File: src/rtl/dwpl_pkg.sv
// Package for the dual-wheel PID line follower: types, constants, states.
// Used by dwpl_ctrl, dwpl_dp and the top level.
package dwpl_pkg;

	localparam int unsigned CfgIdxW = 3;
	localparam int unsigned CfgDataW = 48;

	typedef enum logic [CfgIdxW-1:0] {
		REG_LEFT_GAINS   = 3'd0,
		REG_RIGHT_GAINS  = 3'd1,
		REG_COLOUR_GAINS = 3'd2,
		REG_RED_CAL      = 3'd3,
		REG_GREEN_CAL    = 3'd4,
		REG_BLUE_CAL     = 3'd5,
		REG_DRIVE_LIMITS = 3'd6,
		REG_NONE         = 3'd7
	} reg_idx_t;

	typedef enum logic [2:0] {
		MODE_STEP       = 3'd0,
		MODE_LEFT_UP    = 3'd1,
		MODE_LEFT_DOWN  = 3'd2,
		MODE_RIGHT_UP   = 3'd3,
		MODE_RIGHT_DOWN = 3'd4,
		MODE_RSV5       = 3'd5,
		MODE_RSV6       = 3'd6,
		MODE_RSV7       = 3'd7
	} mode_t;

	typedef enum logic [3:0] {
		ST_IDLE,
		ST_ERR,     // wheel errors, start red divide
		ST_DIV,     // divider running
		ST_DIVNEXT, // store quotient, start next channel if any
		ST_AVG,     // colour error average and integrals
		ST_MUL,     // nine gain products, one per cycle
		ST_SUM,     // drive sums
		ST_CLAMP,   // drive clamp into output register
		ST_OUT      // result waits for the sink
	} state_t;

	// Datapath commands from the controller
	typedef struct packed {
		logic       start;    // latch item, compute wheel errors
		logic       div_load; // load divider for channel sel
		logic       div_store;
		logic [1:0] chan;
		logic       avg;
		logic       mul_en;
		logic [3:0] mul_idx;
		logic       sum;
		logic       clamp;
	} dp_cmd_t;

	typedef struct packed {
		logic div_done;
	} dp_sts_t;

	localparam int unsigned NumProducts = 9;
endpackage

File: src/rtl/dual_wheel_pid_line_follower.sv
// Top level of the dual-wheel PID line follower: ports, config registers.
// Depends on dwpl_pkg, dwpl_ctrl, dwpl_dp.
//
// Channel | Dir | Payload
// s_axis  | in  | tuser: mode[2:0]; tdata: target[15:0], red[23:16], green[31:24],
//         |     | blue[39:32]
// m_axis  | out | tdata: left_drive, right_drive, aligned, left_count, right_count
// cfg     | in  | cfg_index[2:0], cfg_data[47:0]
//
// A control item raises m_axis_tvalid once it has been accepted and has passed
// through a latch step, three divides (24 quotient bits each, then a store),
// an average step, nine products through one shared multiplier, then sum and
// clamp. Encoder items give no result.
// The result is held until m_axis_tready; a new item is accepted in the same cycle
// it leaves. Reset restores all counts, integrals and calibration defaults at once.
module dual_wheel_pid_line_follower (
	input  logic        clk,
	input  logic        arst_n,
	input  logic        s_axis_tvalid,
	output logic        s_axis_tready,
	input  logic [2:0]  s_axis_tuser,  // mode
	input  logic [39:0] s_axis_tdata,  // target, red, green, blue
	output logic        m_axis_tvalid,
	input  logic        m_axis_tready,
	output logic [55:0] m_axis_tdata,  // left_drive, right_drive, aligned_flag,
	                                   // left_count, right_count; zero fill
	input  logic        cfg_valid,
	output logic        cfg_ready,
	input  logic [2:0]  cfg_index,
	input  logic [47:0] cfg_data
);
	logic [47:0] lg_q, rg_q, cg_q;
	logic [23:0] rc_q, gc_q, bc_q;
	logic [15:0] lim_q;
	logic        in_fire;
	dwpl_pkg::dp_cmd_t cmd;
	dwpl_pkg::dp_sts_t sts;
	logic [7:0]  ld, rd;
	logic        al;
	logic signed [15:0] lc, rc;

	assign cfg_ready = 1'b1;

	// Configuration registers
	always_ff @(posedge clk or negedge arst_n) begin
		if (!arst_n) begin
			lg_q <= '0; rg_q <= '0; cg_q <= '0;
			rc_q <= 24'd1969769; gc_q <= 24'd1970050; bc_q <= 24'd2298259;
			lim_q <= 16'd7830;
		end else if (cfg_valid) begin
			unique case (dwpl_pkg::reg_idx_t'(cfg_index))
				dwpl_pkg::REG_LEFT_GAINS:   lg_q <= cfg_data;
				dwpl_pkg::REG_RIGHT_GAINS:  rg_q <= cfg_data;
				dwpl_pkg::REG_COLOUR_GAINS: cg_q <= cfg_data;
				dwpl_pkg::REG_RED_CAL:      rc_q <= cfg_data[23:0];
				dwpl_pkg::REG_GREEN_CAL:    gc_q <= cfg_data[23:0];
				dwpl_pkg::REG_BLUE_CAL:     bc_q <= cfg_data[23:0];
				dwpl_pkg::REG_DRIVE_LIMITS: lim_q <= cfg_data[15:0];
				default: ;
			endcase
		end
	end

	assign in_fire = s_axis_tvalid && s_axis_tready;

	dwpl_ctrl u_ctrl (
		.clk     (clk),
		.arst_n  (arst_n),
		.in_fire (in_fire),
		.in_mode (s_axis_tuser),
		.in_rdy  (s_axis_tready),
		.out_vld (m_axis_tvalid),
		.out_rdy (m_axis_tready),
		.cmd     (cmd),
		.sts     (sts)
	);

	dwpl_dp u_dp (
		.clk          (clk),
		.arst_n       (arst_n),
		.cmd          (cmd),
		.sts          (sts),
		.cnt_en       (in_fire),
		.in_mode      (s_axis_tuser),
		.in_target    (s_axis_tdata[15:0]),
		.in_red       (s_axis_tdata[23:16]),
		.in_green     (s_axis_tdata[31:24]),
		.in_blue      (s_axis_tdata[39:32]),
		.left_gains   (lg_q),
		.right_gains  (rg_q),
		.colour_gains (cg_q),
		.red_cal      (rc_q),
		.green_cal    (gc_q),
		.blue_cal     (bc_q),
		.limits       (lim_q),
		.left_drive   (ld),
		.right_drive  (rd),
		.aligned      (al),
		.left_count   (lc),
		.right_count  (rc)
	);

	assign m_axis_tdata = {7'd0, rc, lc, al, rd, ld};
endmodule

File: src/rtl/dwpl_div.sv
// Restoring signed divider, one quotient bit per cycle.
// Depends on nothing; used by dwpl_dp for the colour unit errors.
module dwpl_div (
	input  logic               clk,
	input  logic               arst_n,
	input  logic               load,
	input  logic signed [23:0] dividend, // e * 2^14
	input  logic signed [8:0]  divisor,
	output logic               done,
	output logic signed [23:0] quotient  // truncated toward zero
);
	logic [23:0] rem_q;
	logic [23:0] quo_q;
	logic [8:0]  den_q;
	logic        neg_q;
	logic [4:0]  cnt_q;
	logic        busy_q;
	logic [24:0] trial;
	logic [23:0] shifted;

	assign shifted = {rem_q[22:0], quo_q[23]};
	assign trial = {1'b0, shifted} - {16'd0, den_q};

	// One bit per cycle while busy
	always_ff @(posedge clk or negedge arst_n) begin
		if (!arst_n) begin
			busy_q <= 1'b0;
			cnt_q  <= '0;
		end else if (load) begin
			busy_q <= 1'b1;
			cnt_q  <= 5'd24;
		end else if (busy_q) begin
			cnt_q <= cnt_q - 5'd1;
			if (cnt_q == 5'd1) begin
				busy_q <= 1'b0;
			end
		end
	end

	always_ff @(posedge clk) begin
		if (load) begin
			rem_q <= '0;
			quo_q <= dividend[23] ? 24'(-dividend) : dividend;
			den_q <= divisor[8] ? 9'(-divisor) : divisor;
			neg_q <= dividend[23] ^ divisor[8];
		end else if (busy_q) begin
			if (!trial[24]) begin
				rem_q <= trial[23:0];
				quo_q <= {quo_q[22:0], 1'b1};
			end else begin
				rem_q <= shifted;
				quo_q <= {quo_q[22:0], 1'b0};
			end
		end
	end

	// Quotient holds until the next load
	assign done = !busy_q;
	assign quotient = neg_q ? 24'(-quo_q) : quo_q;
endmodule

File: src/rtl/dwpl_dp.sv
// Datapath: encoder counts, PID state, divider, shared multiplier, clamp.
// Depends on dwpl_pkg and dwpl_div.
module dwpl_dp (
	input  logic                  clk,
	input  logic                  arst_n,
	input  dwpl_pkg::dp_cmd_t     cmd,
	output dwpl_pkg::dp_sts_t     sts,
	input  logic                  cnt_en,
	input  logic [2:0]            in_mode,
	input  logic signed [15:0]    in_target,
	input  logic [7:0]            in_red,
	input  logic [7:0]            in_green,
	input  logic [7:0]            in_blue,
	input  logic [47:0]           left_gains,
	input  logic [47:0]           right_gains,
	input  logic [47:0]           colour_gains,
	input  logic [23:0]           red_cal,
	input  logic [23:0]           green_cal,
	input  logic [23:0]           blue_cal,
	input  logic [15:0]           limits,
	output logic [7:0]            left_drive,
	output logic [7:0]            right_drive,
	output logic                  aligned,
	output logic signed [15:0]    left_count,
	output logic signed [15:0]    right_count
);
	localparam logic signed [31:0] I32Max = 32'sh7fffffff;
	localparam logic signed [31:0] I32Min = 32'sh80000000;
	localparam logic signed [63:0] Q22One = 64'sd4194304;

	logic signed [15:0] lcnt_q, rcnt_q;
	logic signed [31:0] li_q, ri_q, ci_q;
	logic signed [15:0] lpe_q, rpe_q, cpe_q;
	logic signed [15:0] el_q, er_q, ec_q;
	logic [7:0]         rd_q, gr_q, bl_q;
	logic signed [15:0] ue_q [3];
	logic signed [63:0] acc_l_q, acc_r_q, acc_c_q;
	logic signed [63:0] left_s_q, right_s_q;
	logic signed [15:0] tgt_q;

	// Encoder counters
	always_ff @(posedge clk or negedge arst_n) begin
		if (!arst_n) begin
			lcnt_q <= '0;
			rcnt_q <= '0;
		end else if (cnt_en) begin
			unique case (dwpl_pkg::mode_t'(in_mode))
				dwpl_pkg::MODE_LEFT_UP:    lcnt_q <= lcnt_q + 16'sd1;
				dwpl_pkg::MODE_LEFT_DOWN:  lcnt_q <= lcnt_q - 16'sd1;
				dwpl_pkg::MODE_RIGHT_UP:   rcnt_q <= rcnt_q + 16'sd1;
				dwpl_pkg::MODE_RIGHT_DOWN: rcnt_q <= rcnt_q - 16'sd1;
				default: ;
			endcase
		end
	end

	// Wheel errors, saturated
	logic signed [16:0] dl, dr;
	assign dl = 17'(in_target) - 17'(lcnt_q);
	assign dr = 17'(in_target) - 17'(rcnt_q);

	function automatic logic signed [15:0] sat16(input logic signed [16:0] v);
		if (v > 17'sd32767) return 16'sh7fff;
		if (v < -17'sd32768) return 16'sh8000;
		return v[15:0];
	endfunction

	// Divider operands for the selected channel
	logic [7:0]         rsel;
	logic [23:0]        csel;
	logic signed [9:0]  e;
	logic signed [9:0]  span;
	logic signed [23:0] dquo;
	logic               ddone;
	always_comb begin
		case (cmd.chan)
			2'd0:    begin rsel = rd_q; csel = red_cal; end
			2'd1:    begin rsel = gr_q; csel = green_cal; end
			default: begin rsel = bl_q; csel = blue_cal; end
		endcase
		e = 10'({2'b0, rsel}) - 10'({2'b0, csel[23:16]});
		span = e[9] ? 10'({2'b0, csel[23:16]}) - 10'({2'b0, csel[15:8]})
			: 10'({2'b0, csel[7:0]}) - 10'({2'b0, csel[23:16]});
	end

	logic       zero_q;
	logic [1:0] dchan_q;
	dwpl_div u_div (
		.clk      (clk),
		.arst_n   (arst_n),
		.load     (cmd.div_load),
		.dividend ({e, 14'd0}),
		.divisor  (span[8:0]),
		.done     (ddone),
		.quotient (dquo)
	);
	assign sts.div_done = ddone;

	always_ff @(posedge clk) begin
		if (cmd.start) begin
			tgt_q <= in_target;
			rd_q  <= in_red;
			gr_q  <= in_green;
			bl_q  <= in_blue;
			el_q  <= sat16(dl);
			er_q  <= sat16(dr);
		end
		// Channel and zero case travel with the running divide
		if (cmd.div_load) begin
			zero_q  <= (e == 10'sd0) || (span == 10'sd0);
			dchan_q <= cmd.chan;
		end
		if (cmd.div_store) begin
			if (zero_q) ue_q[dchan_q] <= '0;
			else if (dquo > 24'sd32767) ue_q[dchan_q] <= 16'sh7fff;
			else if (dquo < -24'sd32768) ue_q[dchan_q] <= 16'sh8000;
			else ue_q[dchan_q] <= dquo[15:0];
		end
	end

	// Average by 3: exact for |sum| < 2^17 via reciprocal 43691/2^17
	logic signed [17:0] usum;
	logic [16:0]        uabs;
	logic [33:0]        uprod;
	logic [15:0]        uq;
	logic signed [15:0] ec_n;
	assign usum = 18'(ue_q[0]) + 18'(ue_q[1]) + 18'(ue_q[2]);
	assign uabs = usum[17] ? 17'(-usum) : usum[16:0];
	assign uprod = 34'(uabs) * 34'd43691;
	assign uq = uprod[32:17];
	assign ec_n = usum[17] ? 16'(-uq) : uq;

	function automatic logic signed [31:0] sadd(input logic signed [31:0] a,
			input logic signed [15:0] b);
		logic signed [32:0] s;
		s = 33'(a) + 33'(b);
		if (s > 33'(I32Max)) return I32Max;
		if (s < 33'(I32Min)) return I32Min;
		return s[31:0];
	endfunction

	// PID state
	always_ff @(posedge clk or negedge arst_n) begin
		if (!arst_n) begin
			li_q <= '0; ri_q <= '0; ci_q <= '0;
			lpe_q <= '0; rpe_q <= '0; cpe_q <= '0;
		end else begin
			if (cmd.avg) begin
				li_q <= sadd(li_q, el_q);
				ri_q <= sadd(ri_q, er_q);
				ci_q <= sadd(ci_q, ec_n);
			end
			if (cmd.sum) begin
				lpe_q <= el_q;
				rpe_q <= er_q;
				cpe_q <= ec_q;
			end
		end
	end

	// Shared 16x33 multiplier, one product per cycle
	logic signed [15:0] mg;
	logic signed [32:0] mx;
	logic signed [48:0] mp;
	always_comb begin
		case (cmd.mul_idx)
			4'd0: begin mg = colour_gains[47:32]; mx = 33'(ec_q); end
			4'd1: begin mg = colour_gains[31:16]; mx = 33'(ci_q); end
			4'd2: begin mg = colour_gains[15:0];  mx = 33'(ec_q) - 33'(cpe_q); end
			4'd3: begin mg = left_gains[47:32];   mx = 33'(el_q); end
			4'd4: begin mg = left_gains[31:16];   mx = 33'(li_q); end
			4'd5: begin mg = left_gains[15:0];    mx = 33'(el_q) - 33'(lpe_q); end
			4'd6: begin mg = right_gains[47:32];  mx = 33'(er_q); end
			4'd7: begin mg = right_gains[31:16];  mx = 33'(ri_q); end
			default: begin mg = right_gains[15:0]; mx = 33'(er_q) - 33'(rpe_q); end
		endcase
		mp = 49'(mg) * 49'(mx);
	end

	logic signed [63:0] mp_s1;
	logic [3:0]         idx_s1;
	logic               vld_s1;
	always_ff @(posedge clk or negedge arst_n) begin
		if (!arst_n) vld_s1 <= 1'b0;
		else vld_s1 <= cmd.mul_en;
	end
	always_ff @(posedge clk) begin
		mp_s1 <= 64'(mp);
		idx_s1 <= cmd.mul_idx;
		if (cmd.avg) begin
			ec_q <= ec_n;
			acc_l_q <= '0; acc_r_q <= '0; acc_c_q <= '0;
		end else if (vld_s1) begin
			if (idx_s1 < 4'd3) acc_c_q <= acc_c_q + mp_s1;
			else if (idx_s1 < 4'd6) acc_l_q <= acc_l_q + mp_s1;
			else acc_r_q <= acc_r_q + mp_s1;
		end
	end

	// Drive sums about 90 with line correction
	logic signed [63:0] line;
	assign line = acc_c_q > Q22One ? Q22One : (acc_c_q < -Q22One ? -Q22One : acc_c_q);
	always_ff @(posedge clk) begin
		if (cmd.sum) begin
			left_s_q  <= 64'sd90 * Q22One - (acc_l_q <<< 14)
				- (line < 0 ? 64'sd50 * line : 64'sd0);
			right_s_q <= 64'sd90 * Q22One + (acc_r_q <<< 14)
				- (line > 0 ? 64'sd50 * line : 64'sd0);
		end
	end

	// Truncate toward zero then clamp, compared as signed
	function automatic logic [7:0] clampd(input logic signed [63:0] s,
			input logic [15:0] lim);
		logic signed [63:0] v;
		v = (s < 0) ? -((-s) >>> 22) : (s >>> 22);
		if (v < $signed(64'(lim[15:8]))) return lim[15:8];
		if (v > $signed(64'(lim[7:0]))) return lim[7:0];
		return v[7:0];
	endfunction

	always_ff @(posedge clk) begin
		if (cmd.clamp) begin
			left_drive  <= clampd(left_s_q, limits);
			right_drive <= clampd(right_s_q, limits);
		end
		if (cmd.start) begin
			aligned     <= (lcnt_q == in_target) && (rcnt_q == in_target);
			left_count  <= lcnt_q;
			right_count <= rcnt_q;
		end
	end

	// Averaging reciprocal must stay exact against sum
	assert property (@(posedge clk) disable iff (!arst_n)
		cmd.avg |-> (18'(ec_n) * 3 - usum < 3 && usum - 18'(ec_n) * 3 < 3))
		else $error("divide by three mismatch");
	assert property (@(posedge clk) disable iff (!arst_n)
		cmd.div_store |-> ddone) else $error("quotient stored early");
	assert property (@(posedge clk) disable iff (!arst_n)
		cmd.start |=> (tgt_q == $past(in_target))) else $error("target not latched");
endmodule

File: src/rtl/dwpl_ctrl.sv
// Controller state machine sequencing the datapath per control item.
// Depends on dwpl_pkg.
module dwpl_ctrl (
	input  logic              clk,
	input  logic              arst_n,
	input  logic              in_fire,
	input  logic [2:0]        in_mode,
	output logic              in_rdy,
	output logic              out_vld,
	input  logic              out_rdy,
	output dwpl_pkg::dp_cmd_t cmd,
	input  dwpl_pkg::dp_sts_t sts
);
	dwpl_pkg::state_t st_q, st_n;
	logic [1:0] chan_q;
	logic [3:0] midx_q;

	// Next state
	always_comb begin
		st_n = st_q;
		unique case (st_q)
			dwpl_pkg::ST_IDLE:
				if (in_fire && in_mode == dwpl_pkg::MODE_STEP) st_n = dwpl_pkg::ST_ERR;
			dwpl_pkg::ST_ERR:    st_n = dwpl_pkg::ST_DIV;
			dwpl_pkg::ST_DIV:    if (sts.div_done) st_n = dwpl_pkg::ST_DIVNEXT;
			dwpl_pkg::ST_DIVNEXT:
				st_n = (chan_q == 2'd2) ? dwpl_pkg::ST_AVG : dwpl_pkg::ST_DIV;
			dwpl_pkg::ST_AVG:    st_n = dwpl_pkg::ST_MUL;
			dwpl_pkg::ST_MUL:
				if (midx_q == 4'(dwpl_pkg::NumProducts)) st_n = dwpl_pkg::ST_SUM;
			dwpl_pkg::ST_SUM:    st_n = dwpl_pkg::ST_CLAMP;
			dwpl_pkg::ST_CLAMP:  st_n = dwpl_pkg::ST_OUT;
			dwpl_pkg::ST_OUT:
				if (in_fire && in_mode == dwpl_pkg::MODE_STEP) st_n = dwpl_pkg::ST_ERR;
				else if (out_rdy) st_n = dwpl_pkg::ST_IDLE;
			default:             st_n = dwpl_pkg::ST_IDLE;
		endcase
	end

	always_ff @(posedge clk or negedge arst_n) begin
		if (!arst_n) begin
			st_q   <= dwpl_pkg::ST_IDLE;
			chan_q <= '0;
			midx_q <= '0;
		end else begin
			st_q <= st_n;
			if (st_q == dwpl_pkg::ST_ERR) chan_q <= '0;
			else if (st_q == dwpl_pkg::ST_DIVNEXT) chan_q <= chan_q + 2'd1;
			if (st_q == dwpl_pkg::ST_AVG) midx_q <= '0;
			else if (st_q == dwpl_pkg::ST_MUL) midx_q <= midx_q + 4'd1;
		end
	end

	// Outputs
	always_comb begin
		cmd = '0;
		cmd.chan = chan_q;
		cmd.mul_idx = midx_q;
		in_rdy = 1'b0;
		out_vld = 1'b0;
		unique case (st_q)
			dwpl_pkg::ST_IDLE: begin
				in_rdy = 1'b1;
				cmd.start = in_fire && in_mode == dwpl_pkg::MODE_STEP;
			end
			dwpl_pkg::ST_ERR: begin
				cmd.chan = 2'd0;
				cmd.div_load = 1'b1;
			end
			dwpl_pkg::ST_DIV: ;
			dwpl_pkg::ST_DIVNEXT: begin
				cmd.div_store = 1'b1;
				if (chan_q != 2'd2) begin
					cmd.div_load = 1'b1;
					cmd.chan = chan_q + 2'd1;
				end
			end
			dwpl_pkg::ST_AVG: cmd.avg = 1'b1;
			dwpl_pkg::ST_MUL: cmd.mul_en = midx_q < 4'(dwpl_pkg::NumProducts);
			dwpl_pkg::ST_SUM: cmd.sum = 1'b1;
			dwpl_pkg::ST_CLAMP: cmd.clamp = 1'b1;
			dwpl_pkg::ST_OUT: begin
				out_vld = 1'b1;
				in_rdy = out_rdy;
				// Next control item starts as the result leaves
				cmd.start = in_fire && in_mode == dwpl_pkg::MODE_STEP;
			end
			default: ;
		endcase
	end

	assert property (@(posedge clk) disable iff (!arst_n)
		out_vld && !out_rdy |=> out_vld) else $error("result dropped");
	assert property (@(posedge clk) disable iff (!arst_n)
		cmd.sum |=> cmd.clamp) else $error("clamp not after sum");
	assert property (@(posedge clk) disable iff (!arst_n)
		cmd.div_load |-> !cmd.mul_en) else $error("divide during multiply");
endmodule
File: config.mk
export PLATFORM = sky130hd
export DESIGN_NAME = dual_wheel_pid_line_follower
export DESIGN_NICKNAME = d
export VERILOG_FILES = /design/src/rtl/dwpl_pkg.sv /design/src/rtl/dual_wheel_pid_line_follower.sv /design/src/rtl/dwpl_div.sv /design/src/rtl/dwpl_dp.sv /design/src/rtl/dwpl_ctrl.sv
export SDC_FILE = /design/constraint.sdc
export NUM_CORES = 2
export LEC_CHECK = 0
export ABC_CLOCK_PERIOD_IN_PS = 16440
export BUFFER_PORTS_ARGS = -buffer_cell sky130_fd_sc_hd__buf_2
export CORE_MARGIN = 5
export CORE_UTILIZATION = 66
export DETAILED_ROUTE_END_ITERATION = 6
export PLACE_DENSITY_LB_ADDON = 0.3
export REMOVE_ABC_BUFFERS = 1
export SYNTH_ARGS = -nofsm -noshare
export SYNTH_HDL_FRONTEND = slang
export SYNTH_HIERARCHICAL = 1
export SYNTH_SLANG_ARGS = --single-unit
File: constraint.sdc
create_clock -name clk -period 16.44 [get_ports clk]
set_input_delay 0.822 -clock clk [delete_from_list [all_inputs] [get_ports clk]]
set_output_delay 0.822 -clock clk [all_outputs]
set_load 0.02 [all_outputs]
# Word level (Yosys, flattened, before mapping)
# Memory sizes are Yosys's and may differ from the RTL's.
# Index checks and enable logic that the tools add are counted.
# word_totals
ff_bits,979
ramBits,48
inputBits,99
out_inout_bits,59
wordCells,317
n_memories,1
# classes
addsub,37
multipliers,3
order_cmp,25
eq_ne,36
n_mux,133
n_bitwise,6
reduce_logical,30
# mem_list
memory,depth,width,rd,rd_ports_with_merged_regs,write_ports,line_no,rtl
u_dp.ue_q,3,16,3,0,1,dwpl_dp.sv:36,logic signed [15:0] ue_q [3];
# op_table
operator,count
32-bit two-way mux,12
64-bit two-way mux,6
33-bit one-hot mux with 8 select lines,1
64-bit by 49-bit adder with 64-bit output,3
"64-bit by 1-bit < comparator with 1-bit output, second input constant",3
16-bit two-way mux,12
64-bit by 9-bit greater-than comparator with 1-bit output,2
64-bit by 9-bit < comparator with 1-bit output,2
42-bit negation with 64-bit output,2
64-bit negation,2
16-bit one-hot mux with 8 select lines,1
64-bit subtractor,2
32-bit by 16-bit adder with 33-bit output,3
"33-bit by 32-bit greater-than comparator with 1-bit output, second input constant",3
"33-bit by 32-bit < comparator with 1-bit output, second input constant",3
24-bit two-way mux,4
16-bit by 16-bit subtractor with 17-bit output,5
8-bit two-way mux,9
"30-bit by 64-bit adder with 64-bit output, first input constant",1
"64-bit by 1-bit greater-than comparator with 1-bit output, second input constant",1
"64-bit by 24-bit greater-than comparator with 1-bit output, second input constant",1
"64-bit by 23-bit < comparator with 1-bit output, second input constant",1
"6-bit by 64-bit multiplier with 63-bit output, first input constant",1
1-bit two-way mux,64
64 further kinds,126

# Logic depth before layout (Yosys ltp)
# An unclocked memory read counts as a cell.
# depth
depth_word,16
ltp_mapped,57
mapped_depth_nobuf,56

# Modules after synthesis
# Netlist, hierarchy kept.
# modules_own_cells
mod,instances,cells_per_inst,area_each_um2,seq_area_each_um2
dwpl_dp,1,10322,87676.6,17722.0
dual_wheel_pid_line_follower,1,507,8872.3,5853.1
dwpl_div,1,494,4389.2,1631.6
dwpl_ctrl,1,75,689.4,250.2

# Worst setup path after synthesis
# No wires, ideal clock.
# synth_timing
kind,register -> register
startpoint,mem u_dp.ue_q[2][1]
endpoint,reg u_dp.ci_q[14]
setup_time_ps,121
arrival_time_ps,13226
required_time_ps,16319
setup_slack_ps,3093
path_stages_with_launch,48
path_buffers,1
synth_period_minus_slack_ps,13347
cell_sequence,edfxtp_1 -> inv_1 -> fa_1 -> inv_1 -> ha_1 -> fa_1 -> xor2_1 -> nor2_1 -> nand2_1 -> or3_1 -> or3_1 -> or3b_2 -> or3_1 -> nor4_1 -> o21ai_0 -> o21a_1 -> xor2_1 -> ha_1 -> [... 12 more ...] -> a21oi_1 -> a311o_1 -> o31ai_2 -> a31oi_1 -> nor4_1 -> a41oi_1 -> xnor2_1 -> ha_1 -> a21o_1 -> a21o_1 -> a21o_1 -> o41ai_2 -> a21oi_1 -> o41ai_2 -> xor2_1 -> clkbuf_1 -> o21ai_0 -> a22o_1
# synth_lines
item,line_no,rtl
from (decl),dwpl_dp.sv:36,
to (signal assigned),dwpl_dp.sv:151,"ci_q <= sadd(ci_q, ec_n);"
to (decl),dwpl_dp.sv:32,"logic signed [31:0] li_q, ri_q, ci_q;"

==> qor.yml <==
result_of_the_run: "complete, no violations"
worstHoldPathType: "primary input to asynchronous set/reset pin"
wire_length_of_the_first_global_routing_pass_um: 454000
cp.arrival_ps: 15320
route.final.wire_length_um: 284000
multiInputGateArea_mm2: 0.0698
dieHeight_um: 402
cts_hold_buf: 0
slew_viol_final: 0
fin_worst_skew_ps: 64.6
antenna_found_initial: 10
route.antenna.remaining_nets: 0
slew_headroom: 0.0954
setup_tns_ps: 0
yosys_most_used_dff: "dfrtp_1"
synth_seq_area_share: 0.250
grt_pass1_vias: 84800
post_route_cells_drive_above_1_share: 0.0780
synth_async_sr_flop_share: 0.426
synth_edf_count: 332
drt_drc_violations_left: 0
vias: 84900
io_pins: 158
cp_num_buf_inv: 7
globalplace.congestion: 1.01
setup.worst_path.class: "flop to flop"
final_critical_period_ps: 14710
die_area_mm2: 0.162
syn-instance-count: 11400
number_of_distinct_standard_cells_referenced_by_the_synthesized_netlist: 120
rr_startpoint: "u_dp/ue_q[2][1]"
worst-endpoint-required_ps: 17050
clock.fmax_ghz: 0.0680
path_delay_family: "compound AO/OA/AOI/OAI gates"
post_synth_instance_area_mm2: 0.102
clkSinkCount: 997
ctsLongestPathBuffers: 3
cts_repair_resize_count: 0
detailed_place_hpwl_um: 223000
fillerInstances: 11700
cts_setup_buffers: 0
total_cts_buffers: 111
delay_of_the_slowest_critical_path_stage_ps: 960
maximum_number_of_pins_on_one_net_before_global_route_repair: 107
clk_root_buffer_cell: "clkbuf_16"
floorplan.die.width_um: 402
timing.reg2reg.setup_slack_ps: 1730
critical-path-slowest-cell: "o21ai_1"
initial_utilization: 0.662
fin_crit_sh: 0.895
synth.avg_cell_area_um2: 8.92
io_buffers: 149
postSynthRegisterBits: 997
gr-usage-all-layers: 0.345
worst_setup_hold_path_clk_slew_ps: 60
grt_setup_unrepaired: "false"
post_place_worst_slack_ps: 1970
synth_warnings: 6
end_kind: "flop"
core-area_mm2: 0.154
startpoint_class_of_the_critical_path: "flop"
flow.area_growth_from_synthesis_pct: 6.53
critical_path_depth: 49
grt.overflow.total: 0
ff_to_ff_end: "u_dp/ci_q[1]"
ctsHtreeMaxLevel: 3
rows: 144
timing.final.ws_setup_ps: 1730
sequential_cell_area_mm2: 0.0255
timing.reg2reg.worst_path_depth: 49
cts_tree: "done"
setup_violations: 0
route.detailed.wl_per_inst_um: 21.0
number_of_maximum_capacitance_constraint_violations: 0
final_net_count: 13300
timing.final.hold_violations: 0
clkLatencyLatePin_ps: 780
drt-pass1-iter-count: 7
drt_iter0_markers: 7783
timing_worst_slew_pin_value_ps: 1350
path_max_fanout: 20
vias_per_cell: 6.27
-- worst max path at each step --
stage	end	from	slack (ps)
2_1_floorplan	u_dp/li_q[30]	u_ctrl/st_q[1]	310
3_3_place_gp	u_dp/ci_q[5]	u_dp/ue_q[2][1]	2350
3_5_place_dp	u_dp/ci_q[1]	u_dp/ue_q[2][1]	1970
4_1_cts	u_dp/ci_q[1]	u_dp/ue_q[2][1]	1870
5_1_grt	u_dp/ci_q[1]	u_dp/ue_q[2][1]	830
6_report	u_dp/ci_q[1]	u_dp/ue_q[2][1]	1730
-- kinds of logic after synthesis --
group,Yosys count,share of synthesized area
AO/OA/AOI/OAI,2732,0.171
XOR/XNOR,683,0.0589
adder cells (fa/ha/maj),1813,0.272
buffers and inverters,1778,0.0673
flip-flops,997,0.250
multiplexers,340,0.0377
other,3,0.000111
AND/OR/NAND/NOR,3052,0.142
-- layout make-up --
cell class | count | area share
Antenna cell | 3 | 0.0000693
Tap cell | 2044 | 0.0236
Clock inverter | 63 | 0.00681
Sequential cell | 997 | 0.235
Multi-Input combinational cell | 8672 | 0.644
Clock buffer | 146 | 0.0288
Timing Repair Buffer | 247 | 0.0138
Inverter | 1369 | 0.0475
-- registers in the layout, summed over array words and instances, names as in the netlist, 23 cells and up --
signal and count:
u_dp/acc_c_q 64, u_dp/left_s_q 63, u_dp/right_s_q 63, u_dp/acc_l_q 50, u_dp/acc_r_q 50, u_dp/mp_s1 49
cg_q 48, lg_q 48, rg_q 48, u_dp/ue_q 48, u_dp/ci_q 32, u_dp/li_q 32
u_dp/ri_q 32, bc_q 24, gc_q 24, rc_q 24, u_dp/u_div/quo_q 24, u_dp/u_div/rem_q 23
-- per-stage QoR --
| stage | hold WS, ps | instances | area, µm² | util |
|---|---|---|---|---|
| floorplan | 425 | 11000 | 100000 | - |
| global placement | 438 | 13300 | 104000 | 0.680 |
| detailed placement | 443 | 13300 | 104000 | 0.680 |
| CTS | 122 | 13500 | 108000 | 0.705 |
| global route | 157 | 13500 | 108000 | 0.705 |
| finish | 106 | 13500 | 108000 | 0.705 |
-- worst register-to-register path: cells and delay by family, from the launching register on --
kind | cells | cell delay (ps)
fa+ha+maj | 11 | 4690
simple gates | 7 | 2580
buf+inv | 7 | 590
xor+xnor | 3 | 930
compound gates | 21 | 5480
flops | 1 | 320
-- cells in the final DEF, fill, tap and decap left out, types with 59 or more instances in the layout --
cell / Yosys / final
o21bai_1: 76 / 76
xnor2_1: 443 / 440
fa_1: 669 / 669
or3_1: 81 / 81
a21o_1: 338 / 338
mux2_2: 241 / 241
and3_1: 87 / 87
dfrtp_1: 387 / 386
and2_1: 67 / 66
nand2b_1: 123 / 122
nor2_1: 664 / 658
nand2_1: 1218 / 1216
buf_2: 22 / 148
clkbuf_16: 0 / 114
edfxtp_1: 332 / 332
xor2_1: 240 / 240
a31oi_1: 60 / 59
o31ai_1: 68 / 68
ha_1: 1116 / 1116
a211oi_1: 83 / 83
dfxtp_1: 240 / 240
o21ai_0: 574 / 571
nor4_1: 62 / 61
nand3_1: 182 / 182
a22oi_1: 114 / 114
nand4_1: 129 / 129
a21oi_1: 888 / 885
buf_4: 15 / 98
nor3_1: 126 / 121
o21a_1: 93 / 93
inv_1: 1367 / 1366
nor2b_1: 110 / 108
-- synth_stat cells, types with 26 or more instances --
| cell | n | area (µm²) |
|---|---|---|
| o21bai_1 | 76 | 571 |
| mux2_2 | 241 | 2710 |
| nor3b_1 | 28 | 210 |
| fa_1 | 669 | 13400 |
| a21boi_0 | 30 | 225 |
| nor3_1 | 126 | 631 |
| dfxtp_1 | 240 | 4800 |
| buf_1 | 26 | 97.6 |
| and3_1 | 87 | 544 |
| nand2_1 | 1218 | 4570 |
| o211ai_1 | 35 | 263 |
| a21oi_1 | 888 | 4440 |
| inv_1 | 1367 | 5130 |
| or3_1 | 81 | 507 |
| o2bb2ai_1 | 46 | 403 |
| nand2b_1 | 123 | 769 |
| nor2b_1 | 110 | 688 |
| ha_1 | 1116 | 14000 |
| a31oi_1 | 60 | 375 |
| nor4_1 | 62 | 388 |
| and2_1 | 67 | 419 |
| dfrtp_1 | 387 | 9680 |
| or4_1 | 33 | 248 |
| edfxtp_1 | 332 | 9970 |
| o21a_1 | 93 | 698 |
| dfstp_2 | 38 | 998 |
| nand3_1 | 182 | 911 |
| nand4_1 | 129 | 807 |
| o21ai_0 | 574 | 2870 |
| xor2_1 | 240 | 2100 |
| mux2i_1 | 59 | 591 |
| maj3_1 | 28 | 280 |
| o31ai_1 | 68 | 510 |
| a21o_1 | 338 | 2540 |
| nor2_1 | 664 | 2490 |
| or2_2 | 33 | 206 |
| xnor2_1 | 443 | 3880 |
| a211oi_1 | 83 | 623 |
| a22oi_1 | 114 | 856 |
| clkbuf_1 | 335 | 1260 |
-- routing by layer --
metal  wire length, µm  track usage
met5                78            0
met4             14300        0.147
met3             23400       0.0561
met2            130000        0.560
met1            116000        0.461
Power is left out: the tool's default activity adds up to more than one toggle a clock period on the data nets, which glitch-free logic cannot reach.
